$ cat config.mk
export PLATFORM = sky130hd
export DESIGN_NAME = i2c_bit_level_master_flat
export DESIGN_NICKNAME = d
export VERILOG_FILES = /design/src/rtl/i2c_bl_pkg.sv /design/src/rtl/i2c_bl_if.sv /design/src/rtl/i2c_bl_seq.sv /design/src/rtl/i2c_bl_obuf.sv /design/src/rtl/i2c_bit_level_master.sv /design/src/flat_wrapper.sv
export SDC_FILE = /design/constraint.sdc
export NUM_CORES = 1
export LEC_CHECK = 0
export BUFFER_PORTS_ARGS = -buffer_cell sky130_fd_sc_hd__buf_2
export CORE_UTILIZATION = 54
export DETAILED_ROUTE_END_ITERATION = 7
export PLACE_DENSITY = 0.8
export SLEW_MARGIN = 10
export SYNTH_ARGS = -nofsm -noshare
export SYNTH_HDL_FRONTEND = slang
export SYNTH_HIERARCHICAL = 1
export SYNTH_SLANG_ARGS = --single-unit
$ cat constraint.sdc
create_clock -name clk -period 3.2 [get_ports clk]
set_input_delay 0.32 -clock clk [delete_from_list [all_inputs] [get_ports clk]]
set_output_delay 0.32 -clock clk [all_outputs]
set_load 0.03 [all_outputs]
$ cat src/rtl/i2c_bl_pkg.sv
`timescale 1ns / 1ps
`default_nettype none

package i2c_bl_pkg;

	// Request codes
	localparam logic [2:0] REQ_NONE  = 3'd0;
	localparam logic [2:0] REQ_START = 3'd1;
	localparam logic [2:0] REQ_STOP  = 3'd2;
	localparam logic [2:0] REQ_WRITE = 3'd3;
	localparam logic [2:0] REQ_READ  = 3'd4;

	// Status codes
	localparam logic [1:0] STAT_OK       = 2'd0;
	localparam logic [1:0] STAT_BUS_BUSY = 2'd1;
	localparam logic [1:0] STAT_NO_ACK   = 2'd2;

	// Polls of SDA for an ack before the final deciding sample
	localparam logic [3:0] ACK_POLLS = 4'd10;

	// Delay unit length after reset
	localparam logic [7:0] HALF_PERIOD_RST = 8'd30;

	// One bus tick as it enters the sequencer
	typedef struct packed {
		logic [2:0] req_type;
		logic [7:0] wr_byte;
		logic       ack_to_send;
		logic       sda_in;
		logic       scl_in;
	} item_t;

	// Pin drives and status for one tick
	typedef struct packed {
		logic       scl_out;
		logic       sda_out;
		logic       busy_res;
		logic       done_res;
		logic [1:0] status;
		logic [7:0] rd_byte;
	} result_t;

endpackage

`default_nettype wire

$ cat src/rtl/i2c_bl_if.sv
`timescale 1ns / 1ps
`default_nettype none

// Request channel: one bus tick per transaction
interface i2c_bl_req_if;
	logic       valid;
	logic       ready;
	logic [2:0] req_type;
	logic [7:0] wr_byte;
	logic       ack_to_send;
	logic       sda_in;
	logic       scl_in;

	modport source (output valid, output req_type, output wr_byte, output ack_to_send,
		output sda_in, output scl_in, input ready);
	modport sink (input valid, input req_type, input wr_byte, input ack_to_send,
		input sda_in, input scl_in, output ready);
endinterface

// Result channel: pin drives and status per transaction
interface i2c_bl_res_if;
	logic       valid;
	logic       ready;
	logic       scl_out;
	logic       sda_out;
	logic       busy_res;
	logic       done_res;
	logic [1:0] status;
	logic [7:0] rd_byte;

	modport source (output valid, output scl_out, output sda_out, output busy_res,
		output done_res, output status, output rd_byte, input ready);
	modport sink (input valid, input scl_out, input sda_out, input busy_res,
		input done_res, input status, input rd_byte, output ready);
endinterface

// Configuration write channel: half_period
interface i2c_bl_cfg_if;
	logic       valid;
	logic       ready;
	logic [7:0] data;

	modport source (output valid, output data, input ready);
	modport sink (input valid, input data, output ready);
endinterface

`default_nettype wire

$ cat src/rtl/i2c_bl_seq.sv
`timescale 1ns / 1ps
`default_nettype none

module i2c_bl_seq
	import i2c_bl_pkg::*;
(
	input  wire logic       clk,
	input  wire logic       arst_n,
	input  wire logic       step,
	input  wire item_t      item,
	input  wire logic [7:0] half_period,
	output result_t         res
);

	// Sequencer phases
	localparam logic [4:0] PH_IDLE     = 5'd0;
	localparam logic [4:0] PH_ST_REL   = 5'd1;
	localparam logic [4:0] PH_ST_CHK   = 5'd2;
	localparam logic [4:0] PH_ST_CLK   = 5'd3;
	localparam logic [4:0] PH_SP_LOW   = 5'd4;
	localparam logic [4:0] PH_SP_CLK   = 5'd5;
	localparam logic [4:0] PH_SP_DAT   = 5'd6;
	localparam logic [4:0] PH_SP_HOLD  = 5'd7;
	localparam logic [4:0] PH_WR_BIT   = 5'd8;
	localparam logic [4:0] PH_WR_HI    = 5'd9;
	localparam logic [4:0] PH_WR_REL   = 5'd10;
	localparam logic [4:0] PH_WR_POLL  = 5'd11;
	localparam logic [4:0] PH_WR_ACKHI = 5'd12;
	localparam logic [4:0] PH_WR_ACKLO = 5'd13;
	localparam logic [4:0] PH_RD_OPEN  = 5'd14;
	localparam logic [4:0] PH_RD_SAMP  = 5'd15;
	localparam logic [4:0] PH_RD_ACK   = 5'd16;
	localparam logic [4:0] PH_RD_CLKHI = 5'd17;
	localparam logic [4:0] PH_RD_CLKLO = 5'd18;
	localparam logic [4:0] PH_ST_DONE  = 5'd19;
	localparam logic [4:0] PH_SP_DONE  = 5'd20;
	localparam logic [4:0] PH_WR_DONE  = 5'd21;
	localparam logic [4:0] PH_RD_DONE  = 5'd22;
	localparam logic [4:0] PH_ST_FAIL  = 5'd23;

	localparam logic [3:0] BITS_PER_BYTE = 4'd8;

	logic [4:0] phase_q, phase_d;
	logic [7:0] tick_q, tick_d;
	logic [3:0] bit_q, bit_d;
	logic [7:0] shift_q, shift_d;
	logic [3:0] poll_q, poll_d;
	logic       scl_q, scl_d;
	logic       sda_q, sda_d;
	logic       ack_q, ack_d;
	logic       rack_q, rack_d;
	logic [8:0] limit;

	// Zero length counts as 256 ticks
	assign limit = (half_period == 8'd0) ? 9'd256 : {1'b0, half_period};

	// Advance the sequencer by one tick
	always_comb begin
		phase_d = phase_q;
		tick_d  = tick_q;
		bit_d   = bit_q;
		shift_d = shift_q;
		poll_d  = poll_q;
		scl_d   = scl_q;
		sda_d   = sda_q;
		ack_d   = ack_q;
		rack_d  = rack_q;
		res.busy_res = 1'b0;
		res.done_res = 1'b0;
		res.status   = STAT_OK;
		res.rd_byte  = 8'd0;

		// Take a new command only while idle
		if (phase_d == PH_IDLE) begin
			tick_d = 8'd0;
			case (item.req_type)
				REQ_START: phase_d = PH_ST_REL;
				REQ_STOP:  phase_d = PH_SP_LOW;
				REQ_WRITE: begin
					phase_d = PH_WR_BIT;
					shift_d = item.wr_byte;
					bit_d   = 4'd0;
					poll_d  = 4'd0;
					ack_d   = 1'b0;
				end
				REQ_READ: begin
					phase_d = PH_RD_OPEN;
					shift_d = 8'd0;
					bit_d   = 4'd0;
					rack_d  = item.ack_to_send;
				end
				default: ;
			endcase
		end

		if (phase_d != PH_IDLE) begin
			// Apply pin changes and samples on the first tick of a unit
			if (tick_d == 8'd0) begin
				case (phase_d)
					PH_ST_REL: begin
						sda_d = 1'b1;
						scl_d = 1'b1;
					end
					PH_ST_CHK: begin
						if (!item.sda_in || !item.scl_in) phase_d = PH_ST_FAIL;
						else sda_d = 1'b0;
					end
					PH_ST_CLK: scl_d = 1'b0;
					PH_SP_LOW: begin
						scl_d = 1'b0;
						sda_d = 1'b0;
					end
					PH_SP_CLK: scl_d = 1'b1;
					PH_SP_DAT: sda_d = 1'b1;
					PH_WR_BIT: begin
						if (bit_d != 4'd0) scl_d = 1'b0;
						sda_d = shift_d[7];
					end
					PH_WR_HI: begin
						scl_d   = 1'b1;
						shift_d = {shift_d[6:0], 1'b0};
					end
					PH_WR_REL: begin
						scl_d = 1'b0;
						sda_d = 1'b1;
					end
					PH_WR_POLL: begin
						if (!item.sda_in || (poll_d >= ACK_POLLS)) begin
							ack_d   = ~item.sda_in;
							phase_d = PH_WR_ACKHI;
							scl_d   = 1'b1;
						end else begin
							poll_d = poll_d + 4'd1;
						end
					end
					PH_WR_ACKHI: scl_d = 1'b1;
					PH_WR_ACKLO: scl_d = 1'b0;
					PH_RD_OPEN: begin
						sda_d = 1'b1;
						scl_d = 1'b1;
					end
					PH_RD_SAMP: begin
						shift_d = {shift_d[6:0], item.sda_in};
						scl_d   = 1'b0;
						bit_d   = bit_d + 4'd1;
					end
					PH_RD_ACK:   sda_d = ~rack_d;
					PH_RD_CLKHI: scl_d = 1'b1;
					PH_RD_CLKLO: scl_d = 1'b0;
					default: ;
				endcase
			end

			if (phase_d >= PH_ST_DONE) begin
				// Closing tick: report and drop back to idle
				res.done_res = 1'b1;
				if (phase_d == PH_ST_FAIL) begin
					res.status = STAT_BUS_BUSY;
				end else if (phase_d == PH_WR_DONE) begin
					sda_d      = 1'b0;
					res.status = ack_d ? STAT_OK : STAT_NO_ACK;
				end else if (phase_d == PH_RD_DONE) begin
					res.rd_byte = shift_d;
				end
				phase_d = PH_IDLE;
				tick_d  = 8'd0;
			end else begin
				res.busy_res = 1'b1;
				if (({1'b0, tick_d} + 9'd1) >= limit) begin
					// End of unit: move to the next step
					tick_d = 8'd0;
					case (phase_d)
						PH_ST_REL:  phase_d = PH_ST_CHK;
						PH_ST_CHK:  phase_d = PH_ST_CLK;
						PH_ST_CLK:  phase_d = PH_ST_DONE;
						PH_SP_LOW:  phase_d = PH_SP_CLK;
						PH_SP_CLK:  phase_d = PH_SP_DAT;
						PH_SP_DAT:  phase_d = PH_SP_HOLD;
						PH_SP_HOLD: phase_d = PH_SP_DONE;
						PH_WR_BIT:  phase_d = PH_WR_HI;
						PH_WR_HI: begin
							bit_d   = bit_d + 4'd1;
							phase_d = (bit_d < BITS_PER_BYTE) ? PH_WR_BIT : PH_WR_REL;
						end
						PH_WR_REL:   phase_d = PH_WR_POLL;
						PH_WR_POLL:  phase_d = PH_WR_POLL;
						PH_WR_ACKHI: phase_d = PH_WR_ACKLO;
						PH_WR_ACKLO: phase_d = PH_WR_DONE;
						PH_RD_OPEN:  phase_d = PH_RD_SAMP;
						PH_RD_SAMP: begin
							phase_d = (bit_d < BITS_PER_BYTE) ? PH_RD_OPEN : PH_RD_ACK;
						end
						PH_RD_ACK:   phase_d = PH_RD_CLKHI;
						PH_RD_CLKHI: phase_d = PH_RD_CLKLO;
						PH_RD_CLKLO: phase_d = PH_RD_DONE;
						default:     phase_d = PH_IDLE;
					endcase
				end else begin
					tick_d = tick_d + 8'd1;
				end
			end
		end

		res.scl_out = scl_d;
		res.sda_out = sda_d;
	end

	// Hold state between ticks, advance on each processed tick
	always_ff @(posedge clk or negedge arst_n) begin
		if (!arst_n) begin
			phase_q <= PH_IDLE;
			tick_q  <= 8'd0;
			bit_q   <= 4'd0;
			shift_q <= 8'd0;
			poll_q  <= 4'd0;
			scl_q   <= 1'b1;
			sda_q   <= 1'b1;
			ack_q   <= 1'b0;
			rack_q  <= 1'b0;
		end else if (step) begin
			phase_q <= phase_d;
			tick_q  <= tick_d;
			bit_q   <= bit_d;
			shift_q <= shift_d;
			poll_q  <= poll_d;
			scl_q   <= scl_d;
			sda_q   <= sda_d;
			ack_q   <= ack_d;
			rack_q  <= rack_d;
		end
	end

`ifndef SYNTHESIS
	a_close_to_idle: assert property (@(posedge clk) disable iff (!arst_n)
		(step && res.done_res) |=> (phase_q == PH_IDLE))
		else $error("closing tick did not return to idle");

	a_bit_range: assert property (@(posedge clk) disable iff (!arst_n)
		bit_q <= BITS_PER_BYTE)
		else $error("bit counter past one byte");

	a_poll_range: assert property (@(posedge clk) disable iff (!arst_n)
		poll_q <= ACK_POLLS)
		else $error("ack poll counter past limit");

	a_write_load: assert property (@(posedge clk) disable iff (!arst_n)
		(step && (phase_q == PH_IDLE) && (item.req_type == REQ_WRITE))
		|=> (shift_q == $past(item.wr_byte)))
		else $error("write byte not loaded");
`endif

endmodule

`default_nettype wire

$ cat src/rtl/i2c_bl_obuf.sv
`timescale 1ns / 1ps
`default_nettype none

module i2c_bl_obuf
	import i2c_bl_pkg::*;
(
	input  wire logic    clk,
	input  wire logic    arst_n,
	input  wire logic    in_valid,
	output logic         in_ready,
	input  wire result_t in_data,
	i2c_bl_res_if.source res
);

	logic    valid_s2;
	result_t data_s2;

	// Load when empty or when the held result leaves
	assign in_ready = !valid_s2 || res.ready;

	always_ff @(posedge clk or negedge arst_n) begin
		if (!arst_n) begin
			valid_s2 <= 1'b0;
		end else if (in_ready) begin
			valid_s2 <= in_valid;
		end
	end

	always_ff @(posedge clk) begin
		if (in_valid && in_ready) begin
			data_s2 <= in_data;
		end
	end

	assign res.valid    = valid_s2;
	assign res.scl_out  = data_s2.scl_out;
	assign res.sda_out  = data_s2.sda_out;
	assign res.busy_res = data_s2.busy_res;
	assign res.done_res = data_s2.done_res;
	assign res.status   = data_s2.status;
	assign res.rd_byte  = data_s2.rd_byte;

endmodule

`default_nettype wire

$ cat src/rtl/i2c_bit_level_master.sv
`timescale 1ns / 1ps
`default_nettype none

// Channel | Dir | Payload                                           | Per transaction
// --------+-----+---------------------------------------------------+--------------------
// req     | in  | req_type, wr_byte, ack_to_send, sda_in, scl_in    | one bus tick
// res     | out | scl_out, sda_out, busy_res, done_res, status,     | result of one tick
//         |     | rd_byte                                           |
// cfg     | in  | data (half_period)                                | register write
//
// One tick is accepted every cycle unless req.ready is low; it waits in the input
// register, which feeds the sequencer, whose state updates in a single pass,
// and its result waits in the output register until it is taken.
// A stall on res fills the output register, then the input register, then
// deasserts req.ready. cfg is always ready.
// Reset (arst_n low) returns to idle with both lines released and half_period 30.

module i2c_bit_level_master
	import i2c_bl_pkg::*;
(
	input  wire logic  clk,
	input  wire logic  arst_n,
	i2c_bl_cfg_if.sink cfg,
	i2c_bl_req_if.sink req,
	i2c_bl_res_if.source res
);

	logic [7:0] half_period_q;
	logic       valid_s1;
	item_t      item_s1;
	logic       ob_ready;
	logic       step;
	result_t    seq_res;

	// Configuration register
	assign cfg.ready = 1'b1;

	always_ff @(posedge clk or negedge arst_n) begin
		if (!arst_n) begin
			half_period_q <= HALF_PERIOD_RST;
		end else if (cfg.valid) begin
			half_period_q <= cfg.data;
		end
	end

	// Input register: advance when the output register can take a result
	assign step      = valid_s1 && ob_ready;
	assign req.ready = !valid_s1 || ob_ready;

	always_ff @(posedge clk or negedge arst_n) begin
		if (!arst_n) begin
			valid_s1 <= 1'b0;
		end else if (req.ready) begin
			valid_s1 <= req.valid;
		end
	end

	always_ff @(posedge clk) begin
		if (req.valid && req.ready) begin
			item_s1.req_type    <= req.req_type;
			item_s1.wr_byte     <= req.wr_byte;
			item_s1.ack_to_send <= req.ack_to_send;
			item_s1.sda_in      <= req.sda_in;
			item_s1.scl_in      <= req.scl_in;
		end
	end

	i2c_bl_seq u_seq (
		.clk         (clk),
		.arst_n      (arst_n),
		.step        (step),
		.item        (item_s1),
		.half_period (half_period_q),
		.res         (seq_res)
	);

	i2c_bl_obuf u_obuf (
		.clk      (clk),
		.arst_n   (arst_n),
		.in_valid (valid_s1),
		.in_ready (ob_ready),
		.in_data  (seq_res),
		.res      (res)
	);

endmodule

`default_nettype wire

$ cat src/flat_wrapper.sv
// flat-port wrapper written by rule: the top's interface ports become plain ports
module i2c_bit_level_master_flat import i2c_bl_pkg::*;
  (clk, arst_n, cfg_valid, cfg_data, cfg_ready, req_valid, req_req_type, req_wr_byte, req_ack_to_send, req_sda_in, req_scl_in, req_ready, res_valid, res_scl_out, res_sda_out, res_busy_res, res_done_res, res_status, res_rd_byte, res_ready);
  i2c_bl_cfg_if cfg_i ();
  i2c_bl_req_if req_i ();
  i2c_bl_res_if res_i ();
  input  wire logic clk;
  input  wire logic arst_n;
  input wire logic [$bits(cfg_i.valid)-1:0] cfg_valid;
  input wire logic [$bits(cfg_i.data)-1:0] cfg_data;
  output wire logic [$bits(cfg_i.ready)-1:0] cfg_ready;
  input wire logic [$bits(req_i.valid)-1:0] req_valid;
  input wire logic [$bits(req_i.req_type)-1:0] req_req_type;
  input wire logic [$bits(req_i.wr_byte)-1:0] req_wr_byte;
  input wire logic [$bits(req_i.ack_to_send)-1:0] req_ack_to_send;
  input wire logic [$bits(req_i.sda_in)-1:0] req_sda_in;
  input wire logic [$bits(req_i.scl_in)-1:0] req_scl_in;
  output wire logic [$bits(req_i.ready)-1:0] req_ready;
  output wire logic [$bits(res_i.valid)-1:0] res_valid;
  output wire logic [$bits(res_i.scl_out)-1:0] res_scl_out;
  output wire logic [$bits(res_i.sda_out)-1:0] res_sda_out;
  output wire logic [$bits(res_i.busy_res)-1:0] res_busy_res;
  output wire logic [$bits(res_i.done_res)-1:0] res_done_res;
  output wire logic [$bits(res_i.status)-1:0] res_status;
  output wire logic [$bits(res_i.rd_byte)-1:0] res_rd_byte;
  input wire logic [$bits(res_i.ready)-1:0] res_ready;
  assign cfg_i.valid = cfg_valid;
  assign cfg_i.data = cfg_data;
  assign cfg_ready = cfg_i.ready;
  assign req_i.valid = req_valid;
  assign req_i.req_type = req_req_type;
  assign req_i.wr_byte = req_wr_byte;
  assign req_i.ack_to_send = req_ack_to_send;
  assign req_i.sda_in = req_sda_in;
  assign req_i.scl_in = req_scl_in;
  assign req_ready = req_i.ready;
  assign res_valid = res_i.valid;
  assign res_scl_out = res_i.scl_out;
  assign res_sda_out = res_i.sda_out;
  assign res_busy_res = res_i.busy_res;
  assign res_done_res = res_i.done_res;
  assign res_status = res_i.status;
  assign res_rd_byte = res_i.rd_byte;
  assign res_i.ready = res_ready;
  i2c_bit_level_master u_core (.clk(clk), .arst_n(arst_n), .cfg(cfg_i), .req(req_i), .res(res_i));
endmodule
Word level (Yosys, flattened, before mapping)
Cells that the tools add are included.
{"block": "op_classes", "n_addsub": 5, "magnitude_cmp": 5, "n_eq_ne": 42, "n_mux": 67, "bitwise": 6, "reduce_logical": 23}
{"op": "5-bit one-hot mux with 17 select lines", "count": 1}
{"op": "5-bit by 4-bit equality test with 1-bit output, second input constant", "count": 16}
{"op": "8-bit two-way mux", "count": 10}
{"op": "4-bit two-way mux", "count": 15}
{"op": "5-bit equality test, second input constant", "count": 9}
{"op": "5-bit two-way mux", "count": 9}
{"op": "5-bit by 3-bit equality test with 1-bit output, second input constant", "count": 7}
{"op": "8-bit one-hot mux with 2 select lines", "count": 2}
{"op": "5-bit by 2-bit equality test with 1-bit output, second input constant", "count": 4}
{"op": "1-bit two-way mux", "count": 20}
{"op": "5-bit one-hot mux with 4 select lines", "count": 1}
{"op": "8-bit logical NOT", "count": 2}
{"op": "4-bit by 1-bit adder with 4-bit output, second input constant", "count": 3}
{"op": "6-bit OR reduction", "count": 2}
{"op": "11-bit two-way mux", "count": 1}
{"op": "5-bit by 1-bit equality test with 1-bit output, second input constant", "count": 2}
{"op": "5-bit one-hot mux with 2 select lines", "count": 1}
{"op": "8-bit by 1-bit adder with 9-bit output, second input constant", "count": 1}
{"op": "9-bit greater-or-equal comparator", "count": 1}
{"op": "9-bit two-way mux", "count": 1}
{"op": "8-bit by 1-bit adder with 8-bit output, second input constant", "count": 1}
{"op": "4-bit < comparator, second input constant", "count": 2}
{"op": "2-bit two-way mux", "count": 4}
{"op": "4-bit OR reduction", "count": 2}
{"op": "other kinds (17)", "count": 31}
{"block": "totals", "register_bits": 71, "input_bits": 27, "out_inout_bits": 17, "elab_cells": 172}

Depth between registers and ports, before layout
Gate-level depths: netlist (run 1).
{"block": "depth", "ltp_word": 15, "mapped_depth": 18}

Cells and area by module
Netlist (run 1), hierarchy kept.
{"mod": "i2c_bl_seq", "n_inst": 1, "cells_each": 404, "area_per_inst_um2": 3283.1}
{"mod": "i2c_bit_level_master", "n_inst": 1, "cells_each": 38, "area_per_inst_um2": 818.3}
{"mod": "i2c_bl_obuf", "n_inst": 1, "cells_each": 18, "area_per_inst_um2": 474.2}

Least setup slack after synthesis (run 1)
No wires, ideal clock.
{"block": "synth_path", "kind": "flip-flop to flip-flop", "from": "reg u_core.u_seq.phase_q[4]", "to": "reg u_core.u_seq.phase_q[0]", "setup_ns": 0.088, "t_arrival_ns": 3.293, "slack_ns": -0.182, "stages_incl_launch_ff": 16, "path_buffers": 3, "cell_sequence": "dfrtp_1 buf_6 or3_4 nor4_1 clkbuf_1 nor2b_1 ha_1 o31ai_1 a211oi_1 o2111ai_1 and2_1 nor2_1 nor3_2 buf_6 a22oi_2 a41oi_1"}
{"block": "synth_between", "elab_chain_cells": 14}
{"element": "start: declaration", "line": "i2c_bl_seq.sv:43", "source": "logic [4:0] phase_q, phase_d;"}
{"element": "start signal: assignment", "line": "i2c_bl_seq.sv:221", "source": "phase_q <= phase_d;"}
{"element": "5-bit logical NOT", "line": "i2c_bl_seq.sv:74", "source": "if (phase_d == PH_IDLE) begin"}
{"element": "4-bit two-way mux", "line": "i2c_bl_seq.sv:74"}
{"element": "4-bit greater-or-equal comparator", "line": "i2c_bl_seq.sv:128", "source": "if (!item.sda_in || (poll_d >= ACK_POLLS)) begin"}
{"element": "1-bit logical OR", "line": "i2c_bl_seq.sv:128"}
{"element": "5-bit two-way mux", "line": "i2c_bl_seq.sv:128"}
{"element": "5-bit one-hot mux with 2 select lines", "line": "i2c_bl_seq.sv:99", "source": "case (phase_d)"}
{"element": "5-bit two-way mux", "line": "i2c_bl_seq.sv:98", "source": "if (tick_d == 8'd0) begin"}
{"element": "5-bit two-way mux", "line": "i2c_bl_seq.sv:96", "source": "if (phase_d != PH_IDLE) begin"}
{"element": "5-bit by 4-bit equality test with 1-bit output", "line": "i2c_bl_seq.sv:172", "source": "case (phase_d)"}
{"element": "2-bit OR reduction (no line)"}
{"element": "5-bit one-hot mux with 17 select lines", "line": "i2c_bl_seq.sv:172"}
{"element": "5-bit two-way mux", "line": "i2c_bl_seq.sv:169", "source": "if (({1'b0, tick_d} + 9'd1) >= limit) begin"}
{"element": "5-bit two-way mux", "line": "i2c_bl_seq.sv:154", "source": "if (phase_d >= PH_ST_DONE) begin"}
{"element": "5-bit two-way mux *", "line": "i2c_bl_seq.sv:96"}
Every way passes the cells marked *; elsewhere a longest branch is shown, timed or not. The select of a mux whose other input is x is not followed.
A chain may end at the register's enable or synchronous reset.

Final worst setup path (run 1)
{"block": "layout_path", "from": "reg u_core.u_seq.phase_q[0]", "to": "reg u_core.u_seq.tick_q[1]"}
{"block": "layout_between", "elab_chain_cells": 11}
{"element": "5-bit logical NOT", "line": "i2c_bl_seq.sv:74"}
{"element": "4-bit two-way mux", "line": "i2c_bl_seq.sv:74"}
{"element": "4-bit greater-or-equal comparator", "line": "i2c_bl_seq.sv:128"}
{"element": "1-bit logical OR", "line": "i2c_bl_seq.sv:128"}
{"element": "5-bit two-way mux", "line": "i2c_bl_seq.sv:128"}
{"element": "5-bit one-hot mux with 2 select lines", "line": "i2c_bl_seq.sv:99"}
{"element": "5-bit two-way mux", "line": "i2c_bl_seq.sv:98"}
{"element": "5-bit two-way mux", "line": "i2c_bl_seq.sv:96"}
{"element": "5-bit greater-or-equal comparator", "line": "i2c_bl_seq.sv:154"}
{"element": "8-bit two-way mux", "line": "i2c_bl_seq.sv:154"}
{"element": "8-bit two-way mux *", "line": "i2c_bl_seq.sv:96"}
{"element": "end signal: assignment", "line": "i2c_bl_seq.sv:222", "source": "tick_q <= tick_d;"}
{"element": "end: declaration", "line": "i2c_bl_seq.sv:44", "source": "logic [7:0] tick_q, tick_d;"}
Marks and branches as above.

==> out/metrics.csv, run 1 <==
stage,metric,value,unit
setup_path,maximum fanout along the worst path,8,
power_and_ir_drop,Static Leak,2.371,nW
final_layout,ANT cells,0,
timing,Final Hold Viols,0,
yosys,post-synth net total,503,
placed_design,DP HPWL,9064,um
setup_path,critical path's top delay family,simple AND/OR/NAND/NOR gates,
global_route,vias in the first global route,3895,
clock_tree,Worst-Skew Late Latency,360,ps
yosys,"Distinct cells, synth",77,
setup_path,nature of the critical path startpoint,flip-flop,
timing,clock period minus worst slack,3131,ps
routing,via count,4088,
timing,fmax,0.3194,GHz
floorplan,I/O pin count,44,
global_route,met1 usage in global routing,0.3928,
setup_path,buffer and inverter count on the worst path,4,
setup_path,CP Cell Sequence,buf_4 -> nor2_4 -> nand3_4 -> nand2_2 -> buf_4 -> ha_1 -> nor3b_2 -> nand2_1 -> o41ai_2 -> o21ai_4 -> nor3_2 -> nor3_2 -> buf_6 -> buf_12 -> a32o_1,
yosys,Post-synth EDFFs,28,
yosys,share of flip-flops with an asynchronous set or reset,0.6056,
setup_path,Worst Path Arrival,3370,ps
final_layout,"most common cell after layout, fill and taps aside",buf_4,
timing,WHS,126.2,ps
global_route,total gr overflow,0,
placed_design,placed cell areas,0.005131,sq mm
placed_design,port bufs,42,
timing,Slew Limit Headroom,0.3174,
placed_design,RePlAce Congestion,0.9897,
global_route,grt peak-use layer,met2,
routing,routed vias/inst,6.280,
timing,# setup viols final,0,
power_and_ir_drop,Power Density,833.7,mW/mm^2
global_route,Overall Global Routing Usage,0.2919,
routing,post-route ant nets,0,
global_route,initial antenna violation count,0,
min_path,worst hold path type,in -> async,
global_route,GR met2 Demand/Resource,0.4738,
floorplan,die area,0.008845,sq mm
yosys,mapped cell area,0.004576,sq mm
final_layout,area added between synthesis and finish,21.36,%
global_route,met3 Track Usage GR,0.05583,
clock_tree,CTS max path bufs,2,
routing,wire per inst,19.19,um
setup_path,crit path kind,reg -> reg,
global_route,first-pass GRT wire length,19420,um
setup_path,Critical Path RT,3440,ps
clock_tree,root buf cell,clkbuf_8,
final_layout,layout cells sized above 1,0.3571,
clock_tree,CTS Buf Count,9,
routing,final wirelength,12490,um
final_layout,FILL cells,619,
routing,initial DRC count,368,
clock_tree,"Clk pin slew, worst setup/hold paths",90,ps
routing,TritonRoute pass-1 iters,7,
yosys,cells after synthesis,460,
timing,period utilization,0.9784,
placed_design,placed cells,628,
setup_path,CP max stage delay,470,ps
timing,Slew @ Worst Pin,1024,ps
floorplan,row count,33,
clock_tree,TritonCTS clock tree,yes,
power_and_ir_drop,Pwr Total,4.629,mW
routing,# DRC,0,
yosys,register bit total from synthesis,71,
timing,Final Max Tran Viols,0,
floorplan,Die H,94.05,um
clock_tree,cts hold-fix bufs,0,
final_layout,final instance area,0.005553,sq mm
status,outcome,"finished, final reports clean",
yosys,top_reg_cell synth,dfrtp_1,
final_layout,final net count,584,
yosys,Synth Warn #,6,
clock_tree,clock sink count,71,
yosys,mean area per synthesized cell,9.947,sq um
power_and_ir_drop,Worst VDD drop,0.0004181,V
floorplan,Initial Util,0.5569,
clock_tree,H-tree lvl count,3,
flow_run,max_cap viols,0,
final_layout,most frequent cells in the layout,"52 x buf_4, 51 x nand2_1, 42 x buf_2",
global_route,largest net degree at the start of global routing,44,
yosys,sequential share of the synthesized area,0.4206,
final_layout,fin cells,651,
timing,clock skew,17.43,ps
setup_path,Worst path slowest cell,o41ai_2,
floorplan,core area,0.008217,sq mm
floorplan,die width,94.05,um
setup_path,CP Capture Type,flip-flop,
## report_power, final
part	internal (mW)	total, mW	switching, mW
logic	1.10	2.67	1.57
registers	1.15	1.28	0.131
clock network	0.297	0.684	0.387
total	2.54	4.63	2.09
## registers in the layout (all words and copies together), names as in the netlist, 2 cells and up
signal                     flops
u_core/u_seq/phase_q           5
u_core/u_seq/tick_q            8
u_core/item_s1                14
u_core/u_seq/bit_q             4
u_core/u_obuf/res.status       2
u_core/half_period_q           8
u_core/u_seq/poll_q            4
u_core/u_seq/shift_q           8
u_core/u_obuf/res.rd_byte      8
## synthesized netlist by cell type (all sizes together), types with 3 or more instances
cell     number  share of area
a211o         3         0.0057
a211oi        6         0.0098
a21o          5         0.0082
a21oi        18          0.021
a22oi        10          0.019
a32o          9          0.020
a41oi         3         0.0074
and2          8          0.012
and3          3         0.0044
buf          16          0.025
clkbuf       11         0.0090
dfrtp        37           0.20
dfstp         6          0.034
edfxtp       28           0.18
ha           16          0.044
inv          18          0.015
mux2         17          0.048
mux2i         6          0.013
nand2        56          0.046
nand2b       11          0.017
nand3        13          0.014
nand3b        4         0.0066
nand4         7         0.0096
nor2         34          0.030
nor2b         8          0.011
nor3         12          0.016
nor3b         3         0.0049
nor4          6         0.0096
o2111ai       4         0.0090
o211ai        3         0.0049
o21a          3         0.0049
o21ai        24          0.032
o31ai         4         0.0096
o41ai         4          0.013
or2           3         0.0041
or3           4         0.0066
xnor2         4         0.0077
xor2          7          0.013
## layer usage
layer  part of all wire  vias up  wire length, um
met2               0.48      206             5995
met3              0.077       21              957
met1               0.42     1989             5291
met4              0.020        0              245
li1                   -     1872                -
met5                  0        -                0
## worst register-to-register path, stage by stage, from the launching register on
cell and delay [ps]:
dfrtp_1 400, buf_4 160, nor2_4 120, nand3_4 90, nand2_2 90, buf_4 110, ha_1 160, nor3b_2 280
nand2_1 180, o41ai_2 470, o21ai_4 160, nor3_2 200, nor3_2 70, buf_6 140, buf_12 130, a32o_1 260
## kinds of logic after synthesis
kind of cell    count (synthesis)  share of synthesized area
fa+ha+maj                      16                    0.04375
flops                          71                     0.4206
other cells                     1                  0.0008196
buf+inv                        45                    0.04895
simple gates                  176                     0.2010
mux                            23                    0.06153
compound gates                117                     0.2024
xor+xnor                       11                    0.02105
## through the flow
step           setup slack [ps]    util  TNS, ps
2_1_floorplan             22.04       -        0
4_1_cts                  -10.66  0.6507   -10.66
3_3_place_gp             -38.79  0.6245   -209.0
5_1_grt                  -69.77  0.6758   -735.3
3_5_place_dp             -101.4  0.6245   -335.4
6_report                  69.06  0.6758        0
## layout make-up
cell class                 count  area [sq um]  area share
multi-input combinational    344          2599      0.4680
sequential                    71          1926      0.3468
timing repair buffer          97         643.1      0.1158
tap                          105         131.4     0.02366
clock buffer                   9         123.9     0.02231
inverter                      18         67.56     0.01217
clock inverter                 7         62.56     0.01127
## final timing paths
| kind | depth (start not counted) | start | to | slack [ps] |
|---|---|---|---|---|
| min in group clk | 1 | req_wr_byte[1] | u_core/item_s1[4] | 130 |
| worst min register to register | 2 | u_core/u_seq/shift_q[7] | u_core/u_seq/shift_q[7] | 510 |
| max in group asynchronous | 1 | arst_n | u_core/u_seq/phase_q[3] | 2350 |
| worst max register to register | 15 | u_core/u_seq/phase_q[0] | u_core/u_seq/tick_q[1] | 70 |
| worst min-delay path | 1 | arst_n | u_core/u_seq/shift_q[1] | 130 |
| worst max-delay path | 15 | u_core/u_seq/phase_q[0] | u_core/u_seq/tick_q[1] | 70 |
## what timing repair did
item                       4_1_cts  5_1_grt
setup buffers                    1        6
setup endpoints to repair       14       27
resized for setup                5       34
pin swaps                        3       10
Note: power is estimated with default switching activity, not from simulation.
==> run 2, diff against run 1 <==
--- a/config.mk
+++ b/config.mk
@@ -8,6 +8,7 @@
 export BUFFER_PORTS_ARGS = -buffer_cell sky130_fd_sc_hd__buf_2
 export CORE_UTILIZATION = 54
 export DETAILED_ROUTE_END_ITERATION = 7
+export GPL_TIMING_DRIVEN = 0
 export PLACE_DENSITY = 0.8
 export SLEW_MARGIN = 10
 export SYNTH_ARGS = -nofsm -noshare
==> run 2 against run 1 <==
- the run now ends with negative setup slack left
- power is 10% higher
- global-route usage rose by 3.6 points
- hold slack worse by 4.8 ps
- die area is the same
==> out/metrics.csv, run 2 (same netlist as run 1, synthesis figures left out) <==
stage,metric,value,unit,change
timing,Slew Limit Headroom,0.3315,,was 0.3174
clock_tree,CTS max path bufs,2,,unchanged
clock_tree,root buf cell,clkbuf_8,,unchanged
timing,period utilization,1.077,,was 0.9784
placed_design,DP HPWL,9198,um,was 9064 um
status,failing checks,negative setup slack,,
placed_design,DP Worst Slack,-1140,ps,was -101.4 ps
power_and_ir_drop,Pwr Total,5.100,mW,was 4.629 mW
global_route,initial antenna violation count,0,,unchanged
setup_path,RR Startpoint,u_core/u_seq/phase_q[4],,was u_core/u_seq/phase_q[0]
timing,final setup margin,-245.0,ps,was 69.06 ps
clock_tree,clock sink count,71,,unchanged
final_layout,flip-flop count of the largest register after layout,14,,unchanged
routing,post-route ant nets,0,,unchanged
placed_design,RePlAce Congestion,0.9199,,was 0.9897
final_layout,final net count,596,,was 584
placed_design,port bufs,41,,was 42
routing,initial DRC count,377,,was 368
timing,# setup viols final,33,,was 0
setup_path,Worst path slowest cell,dfrtp_1,,was o41ai_2
clock_tree,Worst-Skew Late Latency,350,ps,was 360 ps
placed_design,placed cells,606,,was 628
floorplan,die area,0.008845,sq mm,unchanged
floorplan,Die H,94.05,um,unchanged
timing,Final Max Tran Viols,0,,unchanged
final_layout,Layout Utilization,0.7242,,was 0.6758
timing,Slew @ Worst Pin,1003,ps,was 1024 ps
setup_path,critical path's top delay family,simple AND/OR/NAND/NOR gates,,unchanged
global_route,vias in the first global route,4101,,"was 3,895"
routing,# DRC,0,,unchanged
final_layout,layout cells sized above 1,0.4050,,was 0.3571
final_layout,ANT cells,0,,unchanged
clock_tree,cts hold-fix bufs,0,,unchanged
global_route,first-pass GRT wire length,21380,um,"was 19,420 um"
min_path,worst hold path type,in -> async,,unchanged
routing,routed vias/inst,6.483,,was 6.280
final_layout,FILL cells,583,,was 619
setup_path,CP max stage delay,410,ps,was 470 ps
timing,setup TNS,-4292,ps,was 0 ps
setup_path,buffer and inverter count on the worst path,4,,unchanged
clock_tree,CTS Buf Count,9,,unchanged
flow_run,max_cap viols,0,,unchanged
final_layout,fin cells,663,,was 651
floorplan,Initial Util,0.5569,,unchanged
floorplan,row count,33,,unchanged
final_layout,most frequent cells in the layout,"47 x buf_2, 47 x nand2_1, 38 x buf_4",,"was 52 x buf_4, 51 x nand2_1, 42 x buf_2"
clock_tree,"Clk pin slew, worst setup/hold paths",80,ps,was 90 ps
timing,fmax,0.2903,GHz,was 0.3194 GHz
status,outcome,"finished, violations left",,"was finished, final reports clean"
routing,via count,4298,,"was 4,088"
floorplan,core area,0.008217,sq mm,unchanged
setup_path,maximum fanout along the worst path,5,,was 8
final_layout,Reg with most FFs,u_core/item_s1,,unchanged
setup_path,crit path from,u_core/u_seq/phase_q[4],,was u_core/u_seq/phase_q[0]
setup_path,CP Cell Sequence,buf_6 -> or3_4 -> nor4_4 -> clkbuf_8 -> nor2b_4 -> ha_4 -> o31ai_4 -> a211oi_2 -> o2111ai_2 -> and2_4 -> nor2_4 -> nor3_2 -> buf_4 -> buf_8 -> a22oi_2 -> a41oi_2,,was buf_4 -> nor2_4 -> nand3_4 -> nand2_2 -> buf_4 -> ha_1 -> nor3b_2 -> nand2_1 -> o41ai_2 -> o21ai_4 -> nor3_2 -> nor3_2 -> buf_6 -> buf_12 -> a32o_1
setup_path,Critical Path RT,3460,ps,was 3440 ps
timing,Final Hold Viols,0,,unchanged
global_route,Overall Global Routing Usage,0.3284,,was 0.2919
timing,clock skew,8.592,ps,was 17.43 ps
power_and_ir_drop,Static Leak,2.511,nW,was 2.371 nW
global_route,largest net degree at the start of global routing,44,,unchanged
routing,final wirelength,14000,um,"was 12,490 um"
setup_path,Worst Path Arrival,3710,ps,was 3370 ps
routing,TritonRoute pass-1 iters,6,,was 7
routing,wire per inst,21.12,um,was 19.19 um
clock_tree,TritonCTS clock tree,yes,,unchanged
clock_tree,H-tree lvl count,3,,unchanged
power_and_ir_drop,Power Density,857.0,mW/mm^2,was 833.7 mW/mm^2
floorplan,die width,94.05,um,unchanged
power_and_ir_drop,Worst VDD drop,0.0004191,V,was 0.0004181 V
final_layout,area added between synthesis and finish,30.05,%,was 21.36%
timing,clock period minus worst slack,3445,ps,was 3131 ps
global_route,total gr overflow,0,,unchanged
setup_path,CP Capture Type,flip-flop,,unchanged
timing,RSZ-0062 raised after global routing,yes,,
setup_path,crit path kind,reg -> reg,,unchanged
setup_path,nature of the critical path startpoint,flip-flop,,unchanged
floorplan,I/O pin count,44,,unchanged
-- run 2: cell count changes in the layout (fill, tap and decap cells not counted), moves of 3 or more --
cell      delta
buf_2        +5
clkbuf_1     +8
nor2_2       +5
a21oi_1      -3
buf_6        +8
nand2_1      -4
o21ai_1      +5
nand2b_1     -3
o21ai_0      -6
nand2b_4     +3
nor2_1       -7
buf_4       -14
nand2_4      +6
-- run 2: final cells by class --
type | count | area [sq um] | area share
multi-input combinational | 344 | 2843 | 0.4777
inverter | 18 | 73.82 | 0.01241
sequential | 71 | 1924 | 0.3234
clock inverter | 7 | 80.08 | 0.01346
tap | 105 | 131.4 | 0.02208
timing repair buffer | 84 | 584.3 | 0.09819
buffer | 25 | 190.2 | 0.03196
clock buffer | 9 | 123.9 | 0.02082
-- run 2: repair_timing --
action	CTS	global route
pin swaps	28	38
setup endpoints to repair	38	37
buffers inserted	23	19
gates cloned	1	0
gates resized for setup	57	54
endpoints found under the hold margin	0	0
-- run 2: worst reg2reg max path: cells and delay by family, from the launching register on --
family | cells | cell delay [ps]
AOI/OAI and AO/OA | 5 | 910
adders and majority gates | 1 | 170
buffers and inverters | 4 | 670
DFF | 1 | 410
and+or+nand+nor | 6 | 1210
-- run 2: layer usage --
metal / global-route usage / up-vias / share of wire / routed length [um]
met1: 0.4070 / 2067 / 0.37 / 5247
met4: 0.1705 / 0 / 0.056 / 788
met2: 0.5420 / 267 / 0.49 / 6885
met3: 0.06392 / 73 / 0.077 / 1081
met5: 0 / - / 0 / 0
li1: - / 1891 / - / -
-- run 2: final timing paths --
check	end	slack (ps)	depth (start not counted)
max in group asynchronous	u_core/half_period_q[5]	2440	1
min in group clk	u_core/item_s1[4]	140	1
worst min-delay path	u_core/u_seq/shift_q[4]	120	1
worst min register to register	u_core/u_seq/shift_q[3]	520	1
worst max-delay path	u_core/u_seq/phase_q[1]	-240	16
worst max register to register	u_core/u_seq/phase_q[1]	-240	16
-- run 2: power breakdown --
group          total, mW  switching [mW]  internal (mW)
logic               3.07            1.84           1.24
registers           1.27           0.124           1.14
clock network      0.758           0.387          0.371
-- run 2: stage by stage --
stage | cell area, sq um | hold WS (ps)
3_5_place_dp | 4925 | 490.9
6_report | 5951 | 121.4
5_1_grt | 5951 | 125.2
2_1_floorplan | 4588 | 24.41
4_1_cts | 5592 | 120.7
3_3_place_gp | 4925 | 469.8
==> run 3, diff against run 2 <==
==> constraint.sdc (replaced) <==
create_clock -name clk -period 3 [get_ports clk]
set_input_delay 0.3 -clock clk [delete_from_list [all_inputs] [get_ports clk]]
set_output_delay 0.3 -clock clk [all_outputs]
set_load 0.03 [all_outputs]
==> run 3 against run 2 <==
- the flow still finishes with violations (negative setup slack)
- first-iteration DRC count increased by 36%
- combinational power increased by 7.5%
- hold slack got worse by 20 ps
- sequential share of layout area decreased by 1.3 points
- flip-flop and latch count unchanged
- maximum frequency increased by 2.4%
- power increased by 9.7%
- final area increased by 4.4%
- sequential power increased by 7%
- utilization increased by 3.2 points
- clock power increased by 24%
- critical path type unchanged
==> out/metrics.csv, run 3 (same netlist as run 1, synthesis figures left out) <==
stage,metric,value,unit,change
status,outcome,"finished, violations left",,unchanged
status,failing checks,negative setup slack,,unchanged
min_path,worst hold path type,in -> async,,unchanged
timing,RSZ-0062 raised after global routing,yes,,unchanged
setup_path,RR Startpoint,u_core/item_s1[13],,was u_core/u_seq/phase_q[4]
global_route,total gr overflow,0,,unchanged
setup_path,Critical Path RT,3280,ps,was 3460 ps
setup_path,Worst Path Arrival,3650,ps,was 3710 ps
routing,final wirelength,14390,um,"was 14,000 um"
placed_design,DP Worst Slack,-1047,ps,was -1140 ps
routing,top layer in use,met4,,unchanged
timing,Slew @ Worst Pin,1067,ps,was 1003 ps
global_route,vias in the first global route,4189,,"was 4,101"
placed_design,RePlAce Congestion,0.9386,,was 0.9199
power_and_ir_drop,Worst VDD drop,0.0005652,V,was 0.0004191 V
global_route,largest net degree at the start of global routing,44,,unchanged
clock_tree,H-tree lvl count,3,,unchanged
power_and_ir_drop,Static Leak,2.638,nW,was 2.511 nW
final_layout,Reg with most FFs,u_core/item_s1,,unchanged
clock_tree,Worst-Skew Late Latency,360,ps,was 350 ps
timing,# setup viols final,38,,was 33
final_layout,most frequent cells in the layout,"48 x buf_4, 47 x buf_2, 47 x nand2_1",,"was 47 x buf_2, 47 x nand2_1, 38 x buf_4"
global_route,first-pass GRT wire length,21400,um,"was 21,380 um"
timing,setup TNS,-9175,ps,was -4292 ps
floorplan,die width,94.05,um,unchanged
setup_path,"reg-to-reg slack, setup",-360,ps,was -240 ps
clock_tree,TritonCTS clock tree,yes,,unchanged
final_layout,Storage cell area,0.001926,sq mm,was 0.001924 sq mm
routing,wire per inst,21.03,um,was 21.12 um
clock_tree,root buf cell,clkbuf_8,,unchanged
floorplan,row count,33,,unchanged
timing,period utilization,1.121,,was 1.077
timing,clock period minus worst slack,3363,ps,was 3445 ps
routing,DRT met1 WL,5524,um,was 5247 um
floorplan,I/O pin count,44,,unchanged
routing,initial DRC count,514,,was 377
setup_path,CP Capture Type,flip-flop,,unchanged
global_route,Overall Global Routing Usage,0.3237,,was 0.3284
timing,final setup margin,-363.1,ps,was -245.0 ps
setup_path,nature of the critical path startpoint,flip-flop,,unchanged
final_layout,final net count,617,,was 596
routing,# DRC,0,,unchanged
setup_path,maximum fanout along the worst path,7,,was 5
final_layout,flip-flop count of the largest register after layout,14,,unchanged
routing,routed vias/inst,6.443,,was 6.483
routing,TritonRoute pass-1 iters,5,,was 6
routing,post-route ant nets,0,,unchanged
clock_tree,clock sink count,71,,unchanged
clock_tree,"Clk pin slew, worst setup/hold paths",70,ps,was 80 ps
floorplan,die area,0.008845,sq mm,unchanged
final_layout,area of the multi-input gates,0.002893,sq mm,was 0.002843 sq mm
floorplan,Initial Util,0.5569,,unchanged
power_and_ir_drop,Pwr Total,5.596,mW,was 5.100 mW
final_layout,ANT cells,0,,unchanged
timing,fmax,0.2973,GHz,was 0.2903 GHz
clock_tree,cts hold-fix bufs,0,,unchanged
timing,Slew Limit Headroom,0.2847,,was 0.3315
routing,met2 WL,7073,um,was 6885 um
placed_design,DP HPWL,9002,um,was 9198 um
timing,Final Hold Viols,0,,unchanged
clock_tree,CTS max path bufs,2,,unchanged
timing,Final Max Tran Viols,0,,unchanged
final_layout,"most common cell after layout, fill and taps aside",buf_4,,
final_layout,FILL cells,507,,was 583
routing,via count,4407,,"was 4,298"
placed_design,port bufs,41,,unchanged
setup_path,reg2reg end,u_core/u_seq/tick_q[4],,was u_core/u_seq/phase_q[1]
power_and_ir_drop,Power Density,900.9,mW/mm^2,was 857.0 mW/mm^2
final_layout,layout cells sized above 1,0.4352,,was 0.4050
clock_tree,CTS Buf Count,9,,unchanged
setup_path,worst r2r path cells,16,,unchanged
floorplan,Die H,94.05,um,unchanged
flow_run,max_cap viols,0,,unchanged
setup_path,crit path kind,reg -> reg,,unchanged
global_route,initial antenna violation count,0,,unchanged
timing,clock skew,9.466,ps,was 8.592 ps
floorplan,core area,0.008217,sq mm,unchanged
final_layout,area added between synthesis and finish,35.74,%,was 30.05%
routing,met3 WL,1114,um,was 1081 um
[run 3: timing repair]
item / 4_1_cts / 5_1_grt
buffers inserted: 44 / 24
pin swaps: 37 / 29
setup endpoints to repair: 39 / 44
resized for setup: 75 / 42
[run 3: layer usage]
metal,track usage,up-vias
li1,-,1939
met1,0.3933,2165
met2,0.5328,245
met3,0.07201,58
met4,0.1756,0
met5,0,-
[run 3: through the flow]
step                      utilization  hold slack (ps)  std cells  cell area (sq um)
after floorplan                     -            4.409        460               4666
final                          0.7559            101.2        684               6211
after global routing           0.7559            109.2        684               6211
after detailed placement       0.6088            478.1        606               5002
after global placement         0.6088            472.4        606               5002
after CTS                      0.7148            109.8        662               5873
[run 3: critical path, stage by stage, from the launching register on]
cell and delay [ps]:
edfxtp_1 390, buf_6 140, nand3b_1 210, buf_6 160
nor4_4 270, buf_6 160, nor2b_4 50, ha_4 160
o31ai_4 310, a211oi_2 140, o2111ai_2 320, and2_4 230
nor2_4 40, nor3_4 250, buf_6 170, buf_12 120
a32o_1 170
[run 3: power by group]
group          switching (mW)  internal (mW)  leakage [nW]
combinational            1.93           1.36          1.71
sequential              0.134           1.22         0.806
clock                   0.388          0.554         0.117
total                    2.45           3.14          2.64
[run 3: how the worst max path moves through the flow]
stage	start	cells after the start	slack, ps	to
2_1_floorplan	u_core/u_seq/phase_q[4]	15	-30	u_core/u_seq/phase_q[0]
3_3_place_gp	u_core/u_seq/phase_q[4]	15	-1080	u_core/u_seq/phase_q[1]
3_5_place_dp	u_core/u_seq/phase_q[4]	15	-1050	u_core/u_seq/phase_q[1]
4_1_cts	u_core/u_seq/phase_q[4]	15	-360	u_core/u_seq/phase_q[1]
5_1_grt	u_core/u_seq/phase_q[3]	18	-450	u_core/u_seq/bit_q[3]
6_report	u_core/item_s1[13]	16	-360	u_core/u_seq/tick_q[4]
[run 3: layout make-up]
type	count	share of cell area
multi-input cells	344	0.4658
flip-flops and latches	71	0.3100
repair buffers	106	0.1239
plain buffers	24	0.02780
well taps	105	0.02115
clock buffers	9	0.01994
clock inverters	7	0.01914
inverters	18	0.01229
